**src/rtl/memory_operand_instruction_executor_top_macros.svh**
```systemverilog
// Assertion macros used by the executor back end (moie_back).
`ifndef MEMORY_OPERAND_INSTRUCTION_EXECUTOR_TOP_MACROS_SVH
`define MEMORY_OPERAND_INSTRUCTION_EXECUTOR_TOP_MACROS_SVH

`ifndef ASSERT_OFF

`define MOIE_ASSERT(label, clk, rst, prop, msg) \
   label: assert property (@(posedge clk) disable iff (rst) prop) else $error(msg);

`define MOIE_NEVER(label, clk, rst, expr, msg) \
   label: assert property (@(posedge clk) disable iff (rst) !(expr)) else $error(msg);

`else

`define MOIE_ASSERT(label, clk, rst, prop, msg)

`define MOIE_NEVER(label, clk, rst, expr, msg)

`endif

`endif

```
**src/rtl/moie_pkg.sv**
```systemverilog
package moie_pkg;

   localparam int MEM_WORDS   = 1024;
   localparam int MEM_AW      = $clog2(MEM_WORDS);
   localparam int PROG_WORDS  = 4096;
   localparam int PC_W        = 12;
   localparam int WORD_W      = 32;
   localparam int DEST_W      = 10;
   localparam int OP_W        = 4;
   localparam int JUMP_BACK   = 2;
   localparam int RSP_DEPTH   = 4;
   localparam int RSP_AW      = $clog2(RSP_DEPTH);
   localparam int RSP_CNT_W   = $clog2(RSP_DEPTH + 1);
   localparam int CMDQ_DEPTH  = 2;
   localparam int CMDQ_AW     = $clog2(CMDQ_DEPTH);
   localparam int CMDQ_CNT_W  = $clog2(CMDQ_DEPTH + 1);

   typedef enum logic [OP_W-1:0] {
      OP_ADD    = 4'd0,
      OP_NEG    = 4'd1,
      OP_MUL    = 4'd2,
      OP_JMP    = 4'd3,
      OP_JMP0   = 4'd4,
      OP_ASSIGN = 4'd5,
      OP_LE     = 4'd6,
      OP_READ   = 4'd7,
      OP_WRITE  = 4'd8,
      OP_HALT   = 4'd9
   } op_type;

   typedef struct packed {
      logic [OP_W-1:0]          op;
      logic signed [WORD_W-1:0] a_value;
      logic                     a_is_addr;
      logic signed [WORD_W-1:0] b_value;
      logic                     b_is_addr;
      logic [DEST_W-1:0]        dest_addr;
      logic [PC_W-1:0]          jump_target;
      logic [PC_W-1:0]          pc;
      logic signed [WORD_W-1:0] read_value;
   } req_type;

   typedef struct packed {
      logic [PC_W-1:0]          next_pc;
      logic signed [WORD_W-1:0] result_value;
      logic                     dest_written;
      logic                     shown;
      logic                     halted;
      logic                     error;
   } rsp_type;

   typedef struct packed {
      op_type              op;
      logic [WORD_W-1:0]   a_value;
      logic                a_use_mem;
      logic [WORD_W-1:0]   b_value;
      logic                b_use_mem;
      logic [MEM_AW-1:0]   dest;
      logic                writes;
      logic                bad;
      logic [WORD_W-1:0]   read_value;
      logic [PC_W-1:0]     pc;
      logic [PC_W-1:0]     next_seq;
      logic [PC_W-1:0]     next_jump;
   } cmd_type;

endpackage

```
**src/rtl/moie_front.sv**
```systemverilog
module moie_front (
   input  logic              clock,
   input  logic              reset,
   input  logic              push,
   output logic              full,
   input  moie_pkg::req_type req_data,
   input  logic              clearing,
   output logic              cmd_valid,
   input  logic              cmd_ready,
   output moie_pkg::cmd_type cmd
);
   import moie_pkg::*;

   cmd_type                 queue_ff [CMDQ_DEPTH];
   logic [CMDQ_AW-1:0]      wr_ptr_ff, wr_ptr_in;
   logic [CMDQ_AW-1:0]      rd_ptr_ff, rd_ptr_in;
   logic [CMDQ_CNT_W-1:0]   count_ff, count_in;
   cmd_type                 classified;
   logic                    push_ok, pop_ok;
   logic                    known, uses_a, uses_b, writes, jump;
   logic                    bad_a, bad_b, bad_dest, bad_tgt;

   always_comb begin
      known  = 1'b1;
      uses_a = 1'b0;
      uses_b = 1'b0;
      writes = 1'b0;
      jump   = 1'b0;
      unique case (req_data.op)
         OP_ADD, OP_MUL, OP_LE: begin
            uses_a = 1'b1;
            uses_b = 1'b1;
            writes = 1'b1;
         end
         OP_NEG, OP_ASSIGN: begin
            uses_a = 1'b1;
            writes = 1'b1;
         end
         OP_WRITE: begin
            uses_a = 1'b1;
         end
         OP_JMP0: begin
            uses_a = 1'b1;
            jump   = 1'b1;
         end
         OP_READ: begin
            writes = 1'b1;
         end
         OP_JMP: begin
            jump = 1'b1;
         end
         OP_HALT: begin
            known = 1'b1;
         end
         default: begin
            known = 1'b0;
         end
      endcase

      bad_a    = uses_a && req_data.a_is_addr &&
                 ($unsigned(req_data.a_value) >= WORD_W'(MEM_WORDS));
      bad_b    = uses_b && req_data.b_is_addr &&
                 ($unsigned(req_data.b_value) >= WORD_W'(MEM_WORDS));
      bad_dest = writes && (WORD_W'(req_data.dest_addr) >= WORD_W'(MEM_WORDS));
      bad_tgt  = jump && (req_data.jump_target < PC_W'(JUMP_BACK));

      classified.op         = op_type'(req_data.op);
      classified.a_value    = req_data.a_value;
      classified.a_use_mem  = uses_a && req_data.a_is_addr;
      classified.b_value    = req_data.b_value;
      classified.b_use_mem  = uses_b && req_data.b_is_addr;
      classified.dest       = MEM_AW'(req_data.dest_addr);
      classified.writes     = writes;
      classified.bad        = !known || bad_a || bad_b || bad_dest || bad_tgt;
      classified.read_value = req_data.read_value;
      classified.pc         = req_data.pc;
      classified.next_seq   = PC_W'(({1'b0, req_data.pc} + (PC_W+1)'(1)) % PROG_WORDS);
      classified.next_jump  = PC_W'(({1'b0, req_data.jump_target} -
                                     (PC_W+1)'(JUMP_BACK)) % PROG_WORDS);
   end

   assign full      = clearing || (count_ff == CMDQ_CNT_W'(CMDQ_DEPTH));
   assign push_ok   = push && !full;
   assign cmd_valid = (count_ff != '0);
   assign pop_ok    = cmd_valid && cmd_ready;
   assign cmd       = queue_ff[rd_ptr_ff];

   always_comb begin
      wr_ptr_in = push_ok ? CMDQ_AW'(wr_ptr_ff + 1'b1) : wr_ptr_ff;
      rd_ptr_in = pop_ok  ? CMDQ_AW'(rd_ptr_ff + 1'b1) : rd_ptr_ff;
      count_in  = CMDQ_CNT_W'(count_ff + CMDQ_CNT_W'(push_ok) - CMDQ_CNT_W'(pop_ok));
   end

   always_ff @(posedge clock) begin
      if (reset) begin
         wr_ptr_ff <= '0;
         rd_ptr_ff <= '0;
         count_ff  <= '0;
      end else begin
         wr_ptr_ff <= wr_ptr_in;
         rd_ptr_ff <= rd_ptr_in;
         count_ff  <= count_in;
      end
   end

   always_ff @(posedge clock) begin
      if (push_ok) begin
         queue_ff[wr_ptr_ff] <= classified;
      end
   end

endmodule

```
**config.mk**
```make
export PLATFORM = sky130hd
export DESIGN_NAME = moie_front
export DESIGN_NICKNAME = d
export VERILOG_FILES = /design/src/rtl/memory_operand_instruction_executor_top_macros.svh /design/src/rtl/moie_pkg.sv /design/src/rtl/moie_front.sv
export SDC_FILE = /design/constraint.sdc
export NUM_CORES = 1
export LEC_CHECK = 0
export ABC_AREA = 1
export ABC_CLOCK_PERIOD_IN_PS = 11500
export BUFFER_PORTS_ARGS = -buffer_cell sky130_fd_sc_hd__buf_2
export CAP_MARGIN = 20
export CORE_ASPECT_RATIO = 1.25
export CORE_MARGIN = 10
export CORE_UTILIZATION = 53
export CTS_CLUSTER_DIAMETER = 150
export DETAILED_ROUTE_END_ITERATION = 8
export HOLD_SLACK_MARGIN = 0.15
export MAX_ROUTING_LAYER = met4
export PLACE_DENSITY = 0.77
export SYNTH_ARGS = -nofsm -noshare
export SYNTH_HDL_FRONTEND = slang
export SYNTH_SLANG_ARGS = --single-unit
export TNS_END_PERCENT = 5
```
**constraint.sdc**
```tcl
create_clock -name clock -period 11.5 [get_ports clock]
set_clock_uncertainty 0.2 [all_clocks]
set_input_delay 1.15 -clock clock [delete_from_list [all_inputs] [get_ports clock]]
set_output_delay 1.15 -clock clock [all_outputs]
set_load 0.02 [all_outputs]
```
==> results.json <==
{
  "outcome": "finished clean",
  "hold_path.class": "register to register",
  "path_clk_slew_ps": 60,
  "die-area_um2": 29400,
  "num_rows": 61,
  "final_max_slew_viol_count": 0,
  "synth_compound_area_share_pct": 0.330,
  "grtUsageTotal_pct": 16.8,
  "insertion_delay_ps": 520,
  "numCtsBuffers": 29,
  "ys_types": 25,
  "reg2reg_depth": 6,
  "cts_tree": "built",
  "ys_ff_latch": 305,
  "rsz0062_at_grt": "false",
  "fmax_mhz": 237,
  "crit_path_start_kind": "register",
  "place.gp.congestion": 0.779,
  "finalPower_mw": 3.03,
  "h-tree-depth": 1,
  "synth_edf_count": 300,
  "area_delta_synth_final_pct": 22.3,
  "syn-num-nets": 777,
  "grt_pass1_vias": 6869,
  "routed-via-count": 6387,
  "clockBufferDepth": 3,
  "ctsResizeCount": 0,
  "final_antenna_net_count": 0,
  "die_y_um": 189,
  "synthAdderAreaFrac_pct": 0.413,
  "first_iter_violations": 248,
  "portBuffers": 292,
  "post_cts.repair.setup_buffers": 0,
  "maxCapViolCount": 0,
  "path_class": "register to output pin",
  "start_util_pct": 54.2,
  "ys_warn_count": 0,
  "path_cells": "buf_4 -> mux2_2 -> buf_2",
  "slew_headroom_pct": 27.2,
  "yosys.area_share.simple_pct": 3.87,
  "post-route-period-util_pct": 36.7,
  "wire_per_inst_um": 20.0,
  "cts-root-buf": "clkbuf_16",
  "drc": 0,
  "synth_xor_area_share_pct": 1.30,
  "peakVddDrop_mv": 0.154,
  "fin_nets": 1090,
  "clock-sinks": 305,
  "syn_inst": 632,
  "tightest_slew_ps": 1090,
  "ys.flop_type": "edfxtp_1",
  "setup_violations": 0,
  "firstDrtPassIters": 4,
  "final_util_pct": 66.3,
  "postSynthAreaPerCell_um2": 19.2,
  "routed_wl_um": 25200,
  "synthArstFlopShare_pct": 0,
  "cp.required_ps": 10150,
  "io_pins": 293,
  "grt_pass1_wl_um": 37600,
  "die_w_um": 155,
  "antenna_found_initial": 8,
  "cp.arrival_ps": 2870,
  "netlist_area_um2": 12100,
  "power.density_nw_per_um2": 204,
  "cts.hold.buffers_added": 0,
  "hold_viol_final": 0,
  "drive_gt1_share_pct": 51.8,
  "min_period_ps": 4220,
  "critPathMaxStageDelay_ps": 850,
  "dp_hpwl_um": 17900,
  "end_kind": "output pin",
  "grt_max_degree": 86,
  "critical-path-slowest-cell": "buf_4",
  "vias_per_cell": 5.09,
  "synth_top_family_by_area": "multiplexers",
  "whs_path_depth": 2,
  "synth_mux_area_share_pct": 17.0,
  "ys_seq_area_share_pct": 75.1,
  "core_area_um2": 22400,
  "path_max_fanout": 64,
  "p_leak_nw": 5.71,
  "fin_tns_setup_ps": 0,
  "gr-total-overflow": 0
}
==> Yosys cell counts (all sizes together) (4+ instances only) <==
master | count | area share, %
edfxtp | 300 | 74
mux2 | 150 | 17
nor2 | 51 | 1.6
nand2 | 43 | 1.3
inv | 18 | 0.56
buf | 17 | 1.4
xnor2 | 9 | 0.65
xor2 | 9 | 0.65
nand3 | 8 | 0.33
dfxtp | 5 | 0.83
ha | 4 | 0.41
or2 | 4 | 0.21
==> cells by family after synthesis <==
group           Yosys count
compound gates            7
mux                     150
xor+xnor                 18
flops                   305
fa+ha+maj                 4
simple gates            113
buf+inv                  35
==> report_power, final <==
group	total, mW	internal [mW]	switching (mW)
Sequential	1.36	1.32	0.0424
Clock	0.935	0.551	0.384
Combinational	0.734	0.321	0.413
Total	3.03	2.19	0.839
==> per-stage QoR <==
stage	setup WS [ps]	hold slack, ps	instance area [µm²]	cells
global route	7120	331	14800	1256
floorplan	3030	254	12100	632
global placement	7430	261	13800	1196
finish	7280	279	14800	1256
detailed placement	7440	268	13800	1196
CTS	7230	286	14800	1247
==> routing by layer <==
| metal | share of wire (%) | track usage [%] | vias to the layer above |
|---|---|---|---|
| met5 | 0 | - | - |
| met4 | 2.2 | 4.61 | 0 |
| met3 | 9.1 | 5.17 | 41 |
| met2 | 51 | 28.1 | 254 |
| met1 | 38 | 19.1 | 3080 |
| li1 | - | - | 3012 |
==> critical path: cells and delay by family (launching register included) <==
family   cells  cell delay [ps]
mux          1              430
buf+inv      2             1020
flops        1              810
==> worst paths after layout <==
path | from | end | slack, ps
max reg2reg | count_ff[0] | queue_ff[1][121] | 8320
min | rd_ptr_ff | register | 280
min reg2reg | rd_ptr_ff | register | 280
max | register | cmd[29] | 7280
==> area by class of cell <==
| class | instances | area, µm² |
|---|---|---|
| inverter | 18 | 67.6 |
| sequential | 305 | 9110 |
| multi-input combinational | 292 | 2800 |
| tap | 283 | 354 |
| clock inverter | 18 | 201 |
| antenna | 8 | 20.0 |
| timing repair buffer | 299 | 1530 |
| fill | 1552 | 7540 |
| clock buffer | 33 | 741 |
==> registers in the layout, indices dropped and copies added (netlist names), named ones only <==
signal     count
queue_ff     300
rd_ptr_ff      1
wr_ptr_ff      1
count_ff       2
==> cell usage in the layout, fill, tap and decap left out, drive strengths merged, types with 8 or more instances in the layout <==
| cell type | instances |
|---|---|
| mux2 | 150 |
| nand2 | 43 |
| inv | 19 |
| nand3 | 8 |
| edfxtp | 300 |
| clkbuf | 33 |
| clkinv | 9 |
| nor2 | 51 |
| diode | 8 |
| buf | 299 |
| xnor2 | 9 |
| xor2 | 9 |
Power figures use the tool's default switching activity.
