File: src/rtl/memory_operand_instruction_executor_top_macros.svh
// Assertion macros used by the executor back end (moie_back).
`ifndef MEMORY_OPERAND_INSTRUCTION_EXECUTOR_TOP_MACROS_SVH
`define MEMORY_OPERAND_INSTRUCTION_EXECUTOR_TOP_MACROS_SVH

`ifndef ASSERT_OFF

`define MOIE_ASSERT(label, clk, rst, prop, msg) \
   label: assert property (@(posedge clk) disable iff (rst) prop) else $error(msg);

`define MOIE_NEVER(label, clk, rst, expr, msg) \
   label: assert property (@(posedge clk) disable iff (rst) !(expr)) else $error(msg);

`else

`define MOIE_ASSERT(label, clk, rst, prop, msg)

`define MOIE_NEVER(label, clk, rst, expr, msg)

`endif

`endif

File: src/rtl/moie_pkg.sv
package moie_pkg;

   localparam int MEM_WORDS   = 1024;
   localparam int MEM_AW      = $clog2(MEM_WORDS);
   localparam int PROG_WORDS  = 4096;
   localparam int PC_W        = 12;
   localparam int WORD_W      = 32;
   localparam int DEST_W      = 10;
   localparam int OP_W        = 4;
   localparam int JUMP_BACK   = 2;
   localparam int RSP_DEPTH   = 4;
   localparam int RSP_AW      = $clog2(RSP_DEPTH);
   localparam int RSP_CNT_W   = $clog2(RSP_DEPTH + 1);
   localparam int CMDQ_DEPTH  = 2;
   localparam int CMDQ_AW     = $clog2(CMDQ_DEPTH);
   localparam int CMDQ_CNT_W  = $clog2(CMDQ_DEPTH + 1);

   typedef enum logic [OP_W-1:0] {
      OP_ADD    = 4'd0,
      OP_NEG    = 4'd1,
      OP_MUL    = 4'd2,
      OP_JMP    = 4'd3,
      OP_JMP0   = 4'd4,
      OP_ASSIGN = 4'd5,
      OP_LE     = 4'd6,
      OP_READ   = 4'd7,
      OP_WRITE  = 4'd8,
      OP_HALT   = 4'd9
   } op_type;

   typedef struct packed {
      logic [OP_W-1:0]          op;
      logic signed [WORD_W-1:0] a_value;
      logic                     a_is_addr;
      logic signed [WORD_W-1:0] b_value;
      logic                     b_is_addr;
      logic [DEST_W-1:0]        dest_addr;
      logic [PC_W-1:0]          jump_target;
      logic [PC_W-1:0]          pc;
      logic signed [WORD_W-1:0] read_value;
   } req_type;

   typedef struct packed {
      logic [PC_W-1:0]          next_pc;
      logic signed [WORD_W-1:0] result_value;
      logic                     dest_written;
      logic                     shown;
      logic                     halted;
      logic                     error;
   } rsp_type;

   typedef struct packed {
      op_type              op;
      logic [WORD_W-1:0]   a_value;
      logic                a_use_mem;
      logic [WORD_W-1:0]   b_value;
      logic                b_use_mem;
      logic [MEM_AW-1:0]   dest;
      logic                writes;
      logic                bad;
      logic [WORD_W-1:0]   read_value;
      logic [PC_W-1:0]     pc;
      logic [PC_W-1:0]     next_seq;
      logic [PC_W-1:0]     next_jump;
   } cmd_type;

endpackage

File: src/rtl/moie_rsp_fifo.sv
module moie_rsp_fifo (
   input  logic                          clock,
   input  logic                          reset,
   input  logic                          wr_en,
   input  moie_pkg::rsp_type             wr_data,
   input  logic                          pop,
   output logic                          empty,
   output moie_pkg::rsp_type             rsp_data,
   output logic [moie_pkg::RSP_CNT_W-1:0] count
);
   import moie_pkg::*;

   rsp_type                entries_ff [RSP_DEPTH];
   logic [RSP_AW-1:0]      wr_ptr_ff, wr_ptr_in;
   logic [RSP_AW-1:0]      rd_ptr_ff, rd_ptr_in;
   logic [RSP_CNT_W-1:0]   count_ff, count_in;
   logic                   rd_en;

   assign empty    = (count_ff == '0);
   assign rd_en    = pop && !empty;
   assign rsp_data = entries_ff[rd_ptr_ff];
   assign count    = count_ff;

   always_comb begin
      wr_ptr_in = wr_en ? RSP_AW'(wr_ptr_ff + 1'b1) : wr_ptr_ff;
      rd_ptr_in = rd_en ? RSP_AW'(rd_ptr_ff + 1'b1) : rd_ptr_ff;
      count_in  = RSP_CNT_W'(count_ff + RSP_CNT_W'(wr_en) - RSP_CNT_W'(rd_en));
   end

   always_ff @(posedge clock) begin
      if (reset) begin
         wr_ptr_ff <= '0;
         rd_ptr_ff <= '0;
         count_ff  <= '0;
      end else begin
         wr_ptr_ff <= wr_ptr_in;
         rd_ptr_ff <= rd_ptr_in;
         count_ff  <= count_in;
      end
   end

   always_ff @(posedge clock) begin
      if (wr_en) begin
         entries_ff[wr_ptr_ff] <= wr_data;
      end
   end

endmodule

File: config.mk
export PLATFORM = sky130hd
export DESIGN_NAME = moie_rsp_fifo
export DESIGN_NICKNAME = d
export VERILOG_FILES = /design/src/rtl/memory_operand_instruction_executor_top_macros.svh /design/src/rtl/moie_pkg.sv /design/src/rtl/moie_rsp_fifo.sv
export SDC_FILE = /design/constraint.sdc
export NUM_CORES = 1
export LEC_CHECK = 0
export BUFFER_PORTS_ARGS = -buffer_cell sky130_fd_sc_hd__buf_2
export CAP_MARGIN = 10
export CORE_MARGIN = 2
export CORE_UTILIZATION = 51
export CTS_CLUSTER_SIZE = 8
export DETAILED_ROUTE_END_ITERATION = 8
export PLACE_DENSITY_LB_ADDON = 0.12
export SYNTH_ARGS = -nofsm -noshare
export SYNTH_HDL_FRONTEND = slang
export SYNTH_SLANG_ARGS = --single-unit
File: constraint.sdc
create_clock -name clock -period 1.9 [get_ports clock]
set_input_delay 0.38 -clock clock [delete_from_list [all_inputs] [get_ports clock]]
set_output_delay 0.38 -clock clock [all_outputs]
set_load 0.05 [all_outputs]
==> results by group, run 1 <==
Status
  – Status: finished with violations
  – Failing checks: negative setup slack

Power
  – Switch Pwr: 4.001 mW
  – Leak: 3.329 nW
  – Part of the power in registers: 38.2%
  – Pwr Density: 1428 nW/um^2
  – Clock power share: 32.9%
  – Peak supply drop: 0.0009947 V
  – Internal cell power: 9.683 mW
  – Net Sw Frac: 29.24%
  – Total power: 13.68 mW
  – Combinational power share: 29.0%

Synth
  – Synth area leaders: edfxtp_1 (78%), mux4_2 (15%), dfxtp_1 (2.4%)
  – Number of synthesized flops with an enable pin: 192
  – Top cells by count, synth: edfxtp_1 (192), mux4_2 (48), dfxtp_1 (9)
  – Register area share after synthesis: 80.57%
  – Main flop type after synthesis: edfxtp_1
  – Post-synth cell types: 20
  – Syn Std Cell Area: 7380 sq um
  – Cells after Synth: 294
  – Synth area leader: edfxtp_1
  – Most common cell in the netlist: edfxtp_1
  – Post-synthesis average cell area: 25.10 sq um
  – Synth Warn #: 0
  – Asr flop ratio synth: 0%
  – Yosys reg bits: 201
  – Syn_nets: 353
  – Synth top area share: 78.13%

Clock tree
  – H-Tree Depth: 1
  – CTS tree: done
  – Reg clk slew, reported paths: 50 ps
  – Hold_buf cts: 0
  – CTS root buf: clkbuf_16
  – Clock Sink Count: 201
  – CTS buffer count: 29
  – CTS max path bufs: 3
  – Skew-Pair Late Insertion Delay: 510 ps

Final layout
  – Area grow syn2layout: 29.84%
  – Antenna Cells: 0
  – Layout cells sized above 1: 47.31%
  – Fin util: 68.50%
  – Design area: 9582 sq um
  – Nets: 502
  – Fillcell total: 901

Setup path
  – Crit-path cells: buf_4, clkbuf_16, mux4_2, buf_6
  – Crit path max fanout: 6
  – WP data arrival: 1870 ps
  – Crit Path Category: reg -> out
  – Critical Path Source Type: flop
  – CP Capture Type: output port
  – Max stage delay on crit path: 520 ps
  – Worst path top cell family by delay: multiplexers
  – CP required: 1520 ps
  – Crit-path slowest cell: mux4_2
  – Worst Path Buf+Inv: 3

Die
  – Initial Utilization: 52.75%
  – Die height: 124.3 um
  – DIE WIDTH: 124.3 um
  – I/O pins: 104
  – Row count: 43
  – Core outline area: 13990 sq um
  – Die area: 15450 sq um

STA
  – RSZ-0062 raised after global routing: yes
  – Hold Fails Final Rpt: 0
  – Part of the cycle the worst path needs: 118.2%
  – Max Clock Freq: 0.4453 GHz
  – Hold_ws: 83.30 ps
  – Max transition margin: 72.78%
  – Endpoints failing setup: 48
  – Fin crit period: 2246 ps
  – Clock Skew: 9.165 ps
  – Post-route setup slack: -345.9 ps
  – Slew Viols, Final: 0
  – Worst Max-Slew Pin Slew: 403.2 ps

Global routing
  – First-pass GRT wire length: 20120 um
  – Met3 usage: 5.241%
  – GR Util met2: 28.77%
  – Pin count of the biggest net entering global routing: 40
  – GRT busiest layer: met2
  – Antenna violations before repair: 1
  – GRT Total Usage: 16.74%
  – Met1 usage: 20.65%
  – Number of global-route vias before repair: 3756
  – Total gr overflow: 0

Drt
  – WL final: 12910 um
  – Pre-antenna DRT Iters: 5
  – Iter 0 DRT Violations: 137
  – WL/cell: 20.02 um
  – Via Count: 3431
  – DRC: 0
  – Antenna Violating Nets Remaining: 0
  – Avg Vias per Cell: 5.319

Flow run
  – Max Cap Violations: 0

Placed design
  – PortBufs: 103
  – Hpwl dp: 7284 um
  – Post-DP Area: 8272 sq um
  – Final Wtd Congestion: 0.6922

Hold path
  – Hold/Removal Path Class: in -> reg
## timing repair
item                                    4_1_cts  5_1_grt
gates cloned                                  2        3
endpoints found under the setup margin       49       49
gates resized for setup                     102        2
setup buffers                                 4        3
pin swaps                                     0        1
## state kept, by name, indices dropped and copies added (netlist names), named ones only
signal and count:
count 3, wr_ptr_ff 2, rd_ptr_ff 2, entries_ff 192
## routing by layer
metal / up-vias / share of wire, %
met5: - / 0.062
li1: 1547 / -
met3: 27 / 6.4
met2: 96 / 51
met4: 2 / 2.2
met1: 1759 / 40
## power groups by stage
stage	registers, mW	clock network [mW]	logic, mW
floorplan	5.37	0	2.40
detailed placement	5.31	0	3.21
finish	5.22	4.50	3.97
global route	5.24	4.80	4.16
CTS	5.22	4.60	3.88
global placement	5.29	0	3.19
## logic make-up (layout without fill, tap and decap cells)
kind of cell               Yosys count  after routing  share of synthesized area (%)
AOI/OAI and AO/OA                    2              2                         0.2374
buffers and inverters               16            187                          1.271
and+or+nand+nor                     14             14                         0.9663
muxes                               52             52                          15.24
xor gates and xnor gates             2              2                         0.4239
DFF                                201            201                          80.57
adders and majority gates            7              7                          1.289
## cells in the final DEF, fill, tap and decap left out, types with 2 or more instances in the layout
cell,count
edfxtp_1,192
buf_2,55
mux4_2,48
buf_6,47
clkbuf_16,32
clkbuf_1,23
buf_4,12
buf_12,8
nor2_1,6
ha_1,6
inv_1,5
and2_2,4
dfxtp_2,4
dfxtp_1,4
nor2b_1,3
mux2_2,3
buf_16,2
buf_8,2
## metrics by stage
| stage | TNS (ps) | std cells | worst slack [ps] |
|---|---|---|---|
| global route | -17830 | 645 | -400.3 |
| finish | -14680 | 645 | -345.9 |
| detailed placement | -18.24 | 581 | -18.24 |
| floorplan | -96.83 | 294 | -68.01 |
| global placement | 0 | 581 | 89.56 |
| CTS | -15950 | 640 | -380.8 |
## final timing paths
kind / from / end / slack (ps) / cells after the start
max: flop / rsp_data[35] / -350 / 4
min: wr_data[38] / entries_ff[1][38] / 80 / 1
max reg2reg: count[1] / count[2] / 40 / 8
min reg2reg: wr_ptr_ff[1] / wr_ptr_ff[1] / 570 / 2
## layout make-up
type	instances	area, sq um	area share (%)
Sequential cell	201	5954	62.14
Multi-Input combinational cell	77	1348	14.06
Timing Repair Buffer	129	1215	12.68
Clock buffer	52	812.0	8.475
Tap cell	180	225.2	2.350
Inverter	5	18.77	0.1959
Clock inverter	1	8.758	0.09141
Power figures use the tool's default switching activity.
==> run 2, diff against run 1 <==
--- a/config.mk
+++ b/config.mk
@@ -7,8 +7,10 @@
 export LEC_CHECK = 0
 export BUFFER_PORTS_ARGS = -buffer_cell sky130_fd_sc_hd__buf_2
 export CAP_MARGIN = 10
-export CORE_MARGIN = 2
-export CORE_UTILIZATION = 51
+export CELL_PAD_IN_SITES_DETAIL_PLACEMENT = 1
+export CELL_PAD_IN_SITES_GLOBAL_PLACEMENT = 2
+export CORE_MARGIN = 5
+export CORE_UTILIZATION = 40
 export CTS_CLUSTER_SIZE = 8
 export DETAILED_ROUTE_END_ITERATION = 8
 export PLACE_DENSITY_LB_ADDON = 0.12
==> run 2 against run 1 <==
  * The flow still finishes with violations (negative setup slack)
  * Clock power is 2% lower
  * First-iteration DRC count is 12% higher
  * Worst hold slack worse by 2.0 ps
  * Combinational power is 4% higher
==> results by group, run 2 (synthesis gave the netlist of run 1 again) <==
Status
  – Failing checks: negative setup slack
  – Status: finished with violations

Final layout
  – Layout cells sized above 1: 49.67%
  – Design area: 9694 sq um
  – Reg area: 5957 sq um
  – Multi-input gate area: 1350 sq um
  – Top reg by flops: entries_ff
  – Max reg flops: 192
  – Area grow syn2layout: 31.37%
  – Nets: 508
  – Antenna Cells: 0
  – Fillcell total: 1590
  – Most frequent cells in the layout: edfxtp_1 (192), buf_2 (54), mux4_2 (48)
  – Most common cell after layout, fill and taps aside: edfxtp_1

STA
  – Slew Viols, Final: 0
  – Part of the cycle the worst path needs: 119.7%
  – Fin crit period: 2274 ps
  – RSZ-0062 raised after global routing: yes
  – Hold Fails Final Rpt: 0
  – Post-route setup slack: -374.0 ps
  – Clock Skew: 11.35 ps
  – Hold_ws: 81.28 ps
  – Endpoints failing setup: 48
  – Worst Max-Slew Pin Slew: 411.3 ps
  – Max Clock Freq: 0.4398 GHz
  – Max transition margin: 72.23%
  – Setup TNS: -16040 ps

Setup path
  – Crit-path cells: buf_12, clkbuf_16, mux4_2, buf_6
  – Reg2reg end: count[2]
  – Flop-to-flop setup slack: 30 ps
  – Reg-to-Reg Start: count[2]
  – Crit path max fanout: 6
  – Crit Path Category: reg -> out
  – CP Capture Type: output port
  – Max stage delay on crit path: 510 ps
  – Critical Path Source Type: flop
  – WP data arrival: 1890 ps
  – Register-to-Register Path Depth: 8
  – Crit-path slowest cell: mux4_2
  – CP required: 1520 ps

Power
  – Pwr Density: 1416 nW/um^2
  – Leak: 3.355 nW
  – Peak supply drop: 0.0009284 V

Die
  – I/O pins: 104
  – Row count: 49
  – Initial Utilization: 40.80%
  – Die area: 21260 sq um
  – DIE WIDTH: 145.8 um
  – Core outline area: 18090 sq um
  – Die height: 145.8 um

Global routing
  – Number of global-route vias before repair: 4010
  – Antenna violations before repair: 1
  – GRT Total Usage: 13.75%
  – First-pass GRT wire length: 22940 um
  – Total gr overflow: 0
  – Pin count of the biggest net entering global routing: 31

Drt
  – Iter 0 DRT Violations: 153
  – Via Count: 3523
  – Avg Vias per Cell: 5.121
  – WL final: 14710 um
  – DRC: 0
  – Antenna Violating Nets Remaining: 0
  – WL/cell: 21.38 um
  – Pre-antenna DRT Iters: 4

Clock tree
  – Skew-Pair Late Insertion Delay: 510 ps
  – CTS root buf: clkbuf_16
  – H-Tree Depth: 1
  – CTS max path bufs: 3
  – CTS tree: done
  – Clock Sink Count: 201
  – Reg clk slew, reported paths: 50 ps
  – CTS buffer count: 29

Hold path
  – Hold Crit Start: wr_data[9]
  – Hold/Removal Path Class: in -> reg
  – Worst Hold Path Cells: 1
  – WHS Endpoint: entries_ff[0][9]

Placed design
  – PortBufs: 103
  – Final Wtd Congestion: 0.6733
  – Post-DP Area: 8396 sq um
  – Worst slack, placed: -11.61 ps
  – Hpwl dp: 8928 um

Flow run
  – Max Cap Violations: 0
## run 2: repair_timing
item / in CTS / in global routing
resized for setup: 104 / 9
cloned: 1 / 2
pin swaps: 1 / 2
setup endpoints to repair: 49 / 50
hold buffers: 0 / 0
setup buffers: 5 / 4
## run 2: final cells by class
class / instances / share of cell area, %
Sequential cell: 201 / 61.45
Inverter: 5 / 0.1936
Timing Repair Buffer: 135 / 13.47
Multi-Input combinational cell: 77 / 13.93
Clock buffer: 40 / 7.912
Tap cell: 229 / 2.956
Clock inverter: 1 / 0.09035
## run 2: power by group
| part | internal [mW] | total [mW] | switching, mW | leakage, nW |
|---|---|---|---|---|
| Clock | 2.74 | 4.39 | 1.65 | 0.374 |
| Combinational | 1.81 | 4.11 | 2.30 | 1.14 |
| Sequential | 5.14 | 5.23 | 0.0934 | 1.84 |
| Total | 9.68 | 13.7 | 4.04 | 3.35 |
## run 2: worst max-delay path by stage
stage	slack, ps	cells past startpoint	start	end
6_report	-370	4	flop	rsp_data[46]
5_1_grt	-440	4	flop	rsp_data[0]
4_1_cts	-410	4	flop	rsp_data[34]
3_5_place_dp	-10	8	count[2]	count[2]
3_3_place_gp	30	3	flop	rsp_data[22]
2_1_floorplan	-70	8	count[1]	count[2]
## run 2: critical path, delay by kind of cell, from the launching register on
kind	cells	cell delay, ps
buf+inv	3	480
mux	1	510
flops	1	380
## run 2: per-stage QoR
| stage | instances | power (mW) | utilization [%] |
|---|---|---|---|
| 2_1_floorplan | 294 | 7.766 | - |
| 3_5_place_dp | 635 | 8.648 | 46.42 |
| 5_1_grt | 688 | 14.31 | 53.60 |
| 3_3_place_gp | 635 | 8.605 | 46.42 |
| 6_report | 688 | 13.72 | 53.60 |
| 4_1_cts | 682 | 13.76 | 53.01 |
## run 2: per-layer routing
layer | GRT usage, % | wire length [um]
met5 | 0 | 13
met4 | 4.036 | 355
met3 | 3.395 | 735
met2 | 23.10 | 7397
met1 | 17.87 | 6203
